## config.mk

```make
export PLATFORM = sky130hd
export DESIGN_NAME = recurrence_checksum_16
export DESIGN_NICKNAME = d
export VERILOG_FILES = /design/src/rc16_pkg.sv /design/src/recurrence_checksum_16.sv
export VERILOG_INCLUDE_DIRS = /design/src /design/src/src
export SDC_FILE = /design/constraint.sdc
export NUM_CORES = 1
export LEC_CHECK = 0
export BUFFER_PORTS_ARGS = -buffer_cell sky130_fd_sc_hd__buf_2
export CAP_MARGIN = 20
export CELL_PAD_IN_SITES_DETAIL_PLACEMENT = 0
export CELL_PAD_IN_SITES_GLOBAL_PLACEMENT = 1
export CORE_MARGIN = 1
export CORE_UTILIZATION = 50
export CTS_CLUSTER_DIAMETER = 40
export CTS_CLUSTER_SIZE = 20
export DETAILED_ROUTE_END_ITERATION = 8
export GPL_TIMING_DRIVEN = 0
export PLACE_DENSITY_LB_ADDON = 0.12
export REMOVE_ABC_BUFFERS = 1
export SYNTH_ARGS = -nofsm -noshare
export SYNTH_HDL_FRONTEND = slang
export SYNTH_SLANG_ARGS = --single-unit
export TNS_END_PERCENT = 5
```

## constraint.sdc

```tcl
create_clock -name clk -period 17.8 [get_ports clk]
set_clock_uncertainty 0.2 [all_clocks]
set_input_delay 0 -clock clk [delete_from_list [all_inputs] [get_ports clk]]
set_output_delay 0 -clock clk [all_outputs]
set_load 0.05 [all_outputs]
```

## src/assert_macros.svh

```systemverilog
// ---------------------------------------------------------------------------
// Assertion macros
// Concurrent assertion helpers, compiled out for synthesis.
// ---------------------------------------------------------------------------
`ifndef ASSERT_MACROS_SVH
`define ASSERT_MACROS_SVH

`ifndef SYNTHESIS

// Same-cycle implication
`define ASSERT_SAME(label, clk, rst, ante, cons) \
  label: assert property (@(posedge clk) disable iff (rst) (ante) |-> (cons)) \
    else $error("assertion failed");

// Next-cycle implication
`define ASSERT_NEXT(label, clk, rst, ante, cons) \
  label: assert property (@(posedge clk) disable iff (rst) (ante) |=> (cons)) \
    else $error("assertion failed");

`else

`define ASSERT_SAME(label, clk, rst, ante, cons)
`define ASSERT_NEXT(label, clk, rst, ante, cons)

`endif

`endif

```

## src/rc16_pkg.sv

```systemverilog
// ---------------------------------------------------------------------------
// rc16_pkg
// Constants and the mod-65535 fold for the recurrence checksum.
// ---------------------------------------------------------------------------
package rc16_pkg;

  localparam int unsigned BYTE_W  = 8;
  localparam int unsigned TERM_W  = 16;
  localparam int unsigned PROD_W  = 25;

  localparam logic [7:0]  COEF_A       = 8'd17;
  localparam logic [7:0]  COEF_B       = 8'd31;
  localparam logic [7:0]  FIRST_OFFSET = 8'd7;
  localparam logic [15:0] MODULUS      = 16'hFFFF;

  // x mod 65535, using 2^16 = 1 (mod 65535); one correction suffices
  function automatic logic [TERM_W-1:0] fold(input logic [PROD_W-1:0] x);
    logic [TERM_W:0] s;
    s = 17'(x[PROD_W-1:TERM_W]) + 17'(x[TERM_W-1:0]);
    if (s >= {1'b0, MODULUS}) begin
      s = s - {1'b0, MODULUS};
    end
    return s[TERM_W-1:0];
  endfunction

endpackage

```

## src/recurrence_checksum_16.sv

```systemverilog
// ---------------------------------------------------------------------------
// recurrence_checksum_16
// Streaming three-term recurrence checksum over a byte message.
// ---------------------------------------------------------------------------
//  channel | signals                         | word
//  --------+---------------------------------+------------------------------
//  in      | in_valid, in_stall              | data_byte, last_byte
//  out     | out_valid, out_stall            | checksum (after a last byte)
//
//  One byte per cycle while in_stall is low; a checksum follows its last
//  byte through the input register, then the single-pass term update into
//  the result register. The term recurrence closes through two small
//  multipliers and the mod-65535 fold.
//  Reset (rst, synchronous) clears both stages and restarts the message.
//  out_stall holds a pending checksum; only a last byte waits behind it.
// ---------------------------------------------------------------------------
`include "assert_macros.svh"

module recurrence_checksum_16 (
  input  logic        clk,
  input  logic        rst,
  input  logic        in_valid,
  output logic        in_stall,
  input  logic [7:0]  data_byte,
  input  logic        last_byte,
  output logic        out_valid,
  input  logic        out_stall,
  output logic [15:0] checksum
);

  localparam int unsigned TW = rc16_pkg::TERM_W;
  localparam int unsigned PW = rc16_pkg::PROD_W;

  // input register
  logic       in_q_valid;
  logic [7:0] in_q_data;
  logic       in_q_last;

  // recurrence state
  logic [7:0]    byte_position;
  logic          first_pending;
  logic [TW-1:0] older_term;
  logic [TW-1:0] newer_term;

  logic [7:0]    byte_position_next;
  logic          first_pending_next;
  logic [TW-1:0] older_term_next;
  logic [TW-1:0] newer_term_next;

  logic          proceed;
  logic [7:0]    coef_a;
  logic [7:0]    coef_b;
  logic [8:0]    mult_a;
  logic [PW-1:0] prod_a;
  logic [PW-1:0] prod_b;
  logic [TW-1:0] deficit_mod;
  logic [TW-1:0] step_value;

  // a word may leave the input register unless it is last and the result
  // register still holds a checksum under out_stall
  assign proceed  = in_q_valid && (!in_q_last || !out_valid || !out_stall);
  assign in_stall = in_q_valid && !proceed;

  assign coef_a = byte_position * rc16_pkg::COEF_A;
  assign coef_b = byte_position * rc16_pkg::COEF_B;
  assign mult_a = {1'b0, in_q_data} + {1'b0, coef_a};
  assign prod_a = PW'(mult_a) * PW'(newer_term);
  assign prod_b = PW'(coef_b) * PW'(older_term);

  // a negative difference is taken as prod_b - prod_a: result is (1 - deficit) mod 65535
  assign deficit_mod = rc16_pkg::fold(prod_b - prod_a);

  always_comb begin
    if (prod_a >= prod_b) begin
      step_value = rc16_pkg::fold(prod_a - prod_b);
    end else if (deficit_mod <= 16'd1) begin
      step_value = 16'd1 - deficit_mod;
    end else begin
      step_value = TW'(17'h10000 - {1'b0, deficit_mod});
    end
  end

  always_comb begin
    if (first_pending) begin
      newer_term_next    = TW'({1'b0, in_q_data} + {1'b0, rc16_pkg::FIRST_OFFSET});
      older_term_next    = 16'd1;
      byte_position_next = 8'd1;
      first_pending_next = 1'b0;
    end else begin
      newer_term_next    = step_value;
      older_term_next    = newer_term;
      byte_position_next = byte_position + 8'd1;
      first_pending_next = 1'b0;
    end
  end

  always_ff @(posedge clk) begin
    if (rst) begin
      in_q_valid <= 1'b0;
    end else if (!in_stall) begin
      in_q_valid <= in_valid;
    end
    if (!in_stall) begin
      in_q_data <= data_byte;
      in_q_last <= last_byte;
    end
  end

  always_ff @(posedge clk) begin
    if (rst) begin
      byte_position <= 8'd0;
      first_pending <= 1'b1;
      older_term    <= 16'd1;
      newer_term    <= 16'd1;
    end else if (proceed) begin
      if (in_q_last) begin
        byte_position <= 8'd0;
        first_pending <= 1'b1;
        older_term    <= 16'd1;
        newer_term    <= 16'd1;
      end else begin
        byte_position <= byte_position_next;
        first_pending <= first_pending_next;
        older_term    <= older_term_next;
        newer_term    <= newer_term_next;
      end
    end
  end

  always_ff @(posedge clk) begin
    if (rst) begin
      out_valid <= 1'b0;
    end else if (proceed && in_q_last) begin
      out_valid <= 1'b1;
    end else if (!out_stall) begin
      out_valid <= 1'b0;
    end
    if (proceed && in_q_last) begin
      checksum <= newer_term_next;
    end
  end

  `ASSERT_SAME(a_chk_range, clk, rst, out_valid, checksum != rc16_pkg::MODULUS)
  `ASSERT_SAME(a_term_range, clk, rst, !first_pending, newer_term != rc16_pkg::MODULUS)
  `ASSERT_NEXT(a_last_restart, clk, rst, proceed && in_q_last, first_pending && (byte_position == 8'd0))
  `ASSERT_NEXT(a_last_result, clk, rst, proceed && in_q_last, out_valid)

endmodule
```

**Yosys cells after proc, flatten, opt, wreduce, memory -nomap -nowiden**

Index checks and enable logic that the tools add are counted.

- Add/subtract/negate cells: 11
- Reduce and logical (&&, ||, !) cells: 9
- Multipliers: 4
- Order comparisons: 4
- Eq/ne operators: 1
- Muxes and demuxes: 13

Operators by type and width:

| kind | number |
|---|---|
| $mux 16 | 8 |
| $add 9x16->17 | 2 |
| $ge 17x16->1 const B | 2 |
| $sub 1x16->16 const A | 2 |
| $sub 16x16->16 const B | 2 |
| $ge 25x24->1 | 1 |
| $mul 9x16->25 | 1 |
| $sub 24x25->25 | 1 |
| $sub 25x24->25 | 1 |
| $mul 8x16->24 | 1 |
| $le 16x1->1 const B | 1 |
| $mul 8x5->8 const B | 2 |
| $mux 8 | 2 |
| $add 8x3->9 const B | 1 |
| $add 8x8->9 | 1 |
| $add 8x1->8 const B | 1 |
| $logic_not 1->1 | 4 |
| $logic_and 1x1->1 | 3 |
| $mux 1 | 3 |
| $logic_or 1x1->1 | 2 |
| $ne 2x1->1 const B | 1 |

- Register bits: 68
- Output and inout port bits: 18
- Bits of input ports: 13

**Depth between registers and ports, before layout**

- Depth after elaboration: 12
- Gate-level depth with buffers: 64
- Depth with buffers taken out: 61

**Worst setup path after synthesis**

OpenSTA, ideal clock, no wires.

- Path kind: flip-flop to flip-flop
- From: register byte_position[1]
- To: register checksum[15] (data pin)
- Buffers on the path: 3
- Arrival: 12,964 ps
- Period minus slack after synthesis: 13,421 ps
- Cell stages (with the launch flop): 62
- Path slack: 4,379 ps
- Cells stage by stage: dfxtp_1 -> inv_1 -> fa_1 -> inv_1 -> fa_1 -> inv_1 -> fa_1 -> inv_1 -> ha_1 -> inv_1 -> o21bai_1 -> a21oi_1 -> xnor2_1 -> clkbuf_1 -> nand2_1 -> fa_1 -> fa_1 -> fa_1 -> [... 26 more ...] -> ha_1 -> a21o_1 -> o41a_1 -> xor2_2 -> nor3b_4 -> nand4b_2 -> o21ai_1 -> buf_4 -> clkbuf_1 -> nor2_1 -> a21oi_1 -> ha_1 -> o211ai_1 -> o32ai_2 -> nand3_1 -> a211oi_1 -> xor2_1 -> a22o_1

- Word-level cells in the longest chain between the ends: 11

Ends and longest elaborated chain:

| what | line | text |
|---|---|---|
| from (decl) | recurrence_checksum_16.sv:40 | `logic [7:0] byte_position;` |
| from (signal assigned) | recurrence_checksum_16.sv:122 | `byte_position <= byte_position_next;` |
| $mul 8x5->8 | recurrence_checksum_16.sv:64 | `assign coef_a = byte_position * rc16_pkg::COEF_A;` |
| $add 8x8->9 | recurrence_checksum_16.sv:66 | `assign mult_a = {1'b0, in_q_data} + {1'b0, coef_a};` |
| $mul 9x16->25 | recurrence_checksum_16.sv:67 | `assign prod_a = PW'(mult_a) * PW'(newer_term);` |
| $sub 24x25->25 | recurrence_checksum_16.sv:71 | `assign deficit_mod = rc16_pkg::fold(prod_b - prod_a);` |
| $add 9x16->17 | rc16_pkg.sv:19 | `s = 17'(x[PROD_W-1:TERM_W]) + 17'(x[TERM_W-1:0]);` |
| $sub 16x16->16 / $ge 17x16->1 (equally long branches) | rc16_pkg.sv:21, rc16_pkg.sv:20 |  |
| $mux 16 | rc16_pkg.sv:20 | `if (s >= {1'b0, MODULUS}) begin` |
| $sub 1x16->16 (tied with other cells) | recurrence_checksum_16.sv:79 | `step_value = TW'(17'h10000 - {1'b0, deficit_mod});` |
| $mux 16 | recurrence_checksum_16.sv:76 | `end else if (deficit_mod <= 16'd1) begin` |
| $mux 16 * | recurrence_checksum_16.sv:74 | `if (prod_a >= prod_b) begin` |
| $mux 16 * | recurrence_checksum_16.sv:84 | `if (first_pending) begin` |
| net newer_term_next[15] | recurrence_checksum_16.sv:48 | `logic [TW-1:0] newer_term_next;` |
| to (signal assigned) | recurrence_checksum_16.sv:139 | `checksum <= newer_term_next;` |
| to (decl) | recurrence_checksum_16.sv:28 | `output logic [15:0] checksum` |

Mark *: on every way through the listed nets, which the timed path passes. The rest lies on a longest branch.
A chain may end at the register's enable or synchronous reset.

**Worst setup path after layout**

- From: register byte_position[0]
- To: register checksum[13] (data pin)

Same word-level chain as after synthesis.

==> impl_metrics.csv <==
group,metric,value,unit
logic_synthesis,synthArstFlopShare,0,%
route,wl_per_cell,17.7,µm
route,vias,14100,
sta,max_slew_margin,23.6,%
logic_synthesis,ys_seq_area_share,9.47,%
sta,finalMaxSlewViolations,0,
placed_design,gp_congestion,0.863,
clock_network,cts_num_sinks,68,
sta,finalCritPeriodShare,92.3,%
clock_network,path_clk_slew,0.06,ns
route,ant_nets,0,
logic_synthesis,syn_avg_cell_area,8.21,µm²
sta,finalHoldViolations,0,
cells_and_area,nNetsFinal,2451,
logic_synthesis,synth_area,17000,µm²
setup_path,slowest_delay,1.03,ns
setup_path,cp_top_family,"compound AO/OA/AOI/OAI gates",
cells_and_area,drive_gt1_share,4.66,%
route,first_pass_iters,5,
floorplanning,die_w,186,µm
cells_and_area,post-route-util,53.7,%
sta,hold_slack,0.168,ns
route,drt-total-wl,44300,µm
global_routing,grt_pass1_vias,13800,
min_path,hold_class,"in2reg",
route,routed_via_density,5.61,
floorplanning,ios,31,
clock_network,cts_made_buffers,9,
clock_network,clkLatencyLatePin,0.34,ns
global_routing,antenna_found_initial,0,
floorplanning,start_util,50.7,%
setup_path,critPathMaxFanout,25,
setup_path,critPathKind,"reg2reg",
global_routing,grt.total_usage,26.1,%
floorplanning,rows,67,
global_routing,grt_max_degree,30,
cells_and_area,antennaDiodeCount,0,
placed_design,hpwl,36900,µm
route,drt_iter0_drc,843,
sta,fin_crit,16.43,ns
logic_synthesis,synth_edf_count,25,
setup_path,cp-start-kind,"register",
floorplanning,die-height,186,µm
sta,tightestPinTransition,1.14,ns
sta,tns,0,ns
setup_path,cpMaxStageDelayCell,"dfxtp_1",
run,cap_viol_max_count,0,
run_status,status,"completed",
logic_synthesis,synth-seq-cells,68,
cells_and_area,n_fill_cell,3260,
clock_network,cts-root-buf,"clkbuf_16",
global_routing,grt_pass1_wl,73100,µm
placed_design,placement.io_buffers,30,
setup_path,end_kind,"register",
clock_network,cts_tree,"built",
setup_path,cp.arrival,16.28,ns
global_routing,grt_overflow,0,
floorplanning,die-area,34800,µm²
logic_synthesis,yosys_warnings,0,
logic_synthesis,synth_cells,2073,
route,drcViolationCount,0,
floorplanning,core,33500,µm²
cells_and_area,syn_to_final_growth,5.91,%
setup_path,worst_path_most_repeated_cell,"a21oi_1",
setup_path,critPathRequiredTime,17.65,ns
clock_network,cts_resized,0,
sta,timing.fmax,0.0609,GHz
setup_path,cp_num_buf_inv,5,
sta,rsz0062_at_grt,"false",
sta,setup_viol,0,
clock_network,cts_buffer_depth,2,
clock_network,cts.htree.levels,3,
logic_synthesis,ys.flop_type,"dfxtp_1",
logic_synthesis,ys_types,95,
registers in the layout (all words and copies together) (netlist names):
register,flops
out_valid,1
newer_term,16
in_q_data,8
first_pending,1
checksum,16
byte_position,8
in_q_last,1
older_term,16
in_q_valid,1
synthesized netlist by cell type, types with 7 or more instances:
| cell | instances | area share (%) |
|---|---|---|
| a21o_1 | 40 | 1.8 |
| nor3b_1 | 11 | 0.49 |
| edfxtp_1 | 25 | 4.4 |
| fa_1 | 199 | 23 |
| nor2b_1 | 22 | 0.81 |
| a21oi_1 | 101 | 3.0 |
| and2_1 | 136 | 5.0 |
| o21bai_1 | 24 | 1.1 |
| nand2_1 | 222 | 4.9 |
| a22oi_1 | 24 | 1.1 |
| o21a_1 | 9 | 0.40 |
| a31oi_1 | 14 | 0.51 |
| clkbuf_1 | 72 | 1.6 |
| inv_1 | 312 | 6.9 |
| dfxtp_1 | 43 | 5.1 |
| nor3_1 | 38 | 1.1 |
| o21ai_1 | 9 | 0.26 |
| nand3_1 | 32 | 0.94 |
| or3_1 | 7 | 0.26 |
| ha_1 | 183 | 13 |
| a22o_1 | 10 | 0.51 |
| nand2b_1 | 22 | 0.81 |
| a211o_1 | 7 | 0.36 |
| and3_1 | 10 | 0.37 |
| nand4_1 | 10 | 0.37 |
| nor2_1 | 119 | 2.6 |
| a211oi_1 | 18 | 0.79 |
| o21ai_0 | 42 | 1.2 |
| xnor2_1 | 111 | 5.7 |
| o211ai_1 | 9 | 0.40 |
| o31ai_1 | 7 | 0.31 |
| xor2_1 | 48 | 2.5 |
what timing repair did:
action	CTS	global route
endpoints found under the hold margin	32	0
setup buffers	0	0
hold buffers	13	0
layout make-up:
cell class                      count  area [µm²]  area share (%)
Multi-Input combinational cell   1607       13900            77.1
Sequential cell                    68        1610            8.95
Inverter                          314        1180            6.54
Tap cell                          448         561            3.11
Timing Repair Buffer               56         405            2.25
Clock buffer                       10         229            1.27
Clock inverter                      6         138           0.764
layout by cell type, fill, tap and decap left out, types with 10 or more instances in the layout:
cell	Yosys	final
and3_1	10	10
nor3_1	38	37
buf_4	2	10
a211oi_1	18	18
ha_1	183	183
fa_1	199	199
nand4_1	10	10
o21bai_1	24	24
a21o_1	40	40
a22o_1	10	10
buf_2	6	30
a31oi_1	14	14
edfxtp_1	25	25
nor2b_1	22	22
a22oi_1	24	24
o21ai_0	42	42
nor3b_1	11	10
nand3_1	32	32
a21oi_1	101	101
nor2_1	119	119
inv_1	312	312
and2_1	136	136
nand2_1	222	222
xnor2_1	111	111
xor2_1	48	47
nand2b_1	22	22
dlygate4sd3_1	0	13
dfxtp_1	43	43
metrics by stage:
stage	setup slack, ns	instances	area [µm²]
floorplan	3.94	1989	16700
global placement	0.505	2467	17400
detailed placement	1.43	2480	17500
CTS	1.37	2509	18000
global route	0.236	2509	18000
finish	1.37	2509	18000
final timing paths:
check	from	to	slack, ns	cells after the start
max	byte_position[0]$_SDFFE_PP0P_	checksum[13]$_DFFE_PP_	1.37	59
min	data_byte[4]	in_q_data[4]$_DFFE_PN_	0.17	2
max reg2reg	byte_position[0]$_SDFFE_PP0P_	checksum[13]$_DFFE_PP_	1.37	59
min reg2reg	byte_position[6]$_SDFFE_PP0P_	byte_position[6]$_SDFFE_PP0P_	0.35	1
kinds of logic (layout without fill, tap and decap cells):
family | after synthesis | count (layout) | synth area share (%)
flip-flops | 68 | 68 | 9.47
AO/OA/AOI/OAI | 385 | 385 | 15.9
XOR/XNOR | 162 | 162 | 8.58
AND/OR/NAND/NOR | 670 | 670 | 19.8
multiplexers | 8 | 8 | 0.485
buffers and inverters | 398 | 386 | 8.96
adder cells (fa/ha/maj) | 382 | 382 | 36.9
layer usage:
layer | up-vias | GRT usage, % | share of wire (%) | wire [µm]
li1 | 6800 | - | - | -
met1 | 6946 | 37.1 | 48 | 21100
met2 | 296 | 43.2 | 47 | 20700
met3 | 43 | 2.73 | 4.4 | 1940
met4 | 0 | 4.45 | 1.3 | 585
met5 | - | 0 | 0 | 0
Power is left out: the tool's default activity adds up to more than one toggle a clock period on the data nets, which glitch-free logic cannot reach.
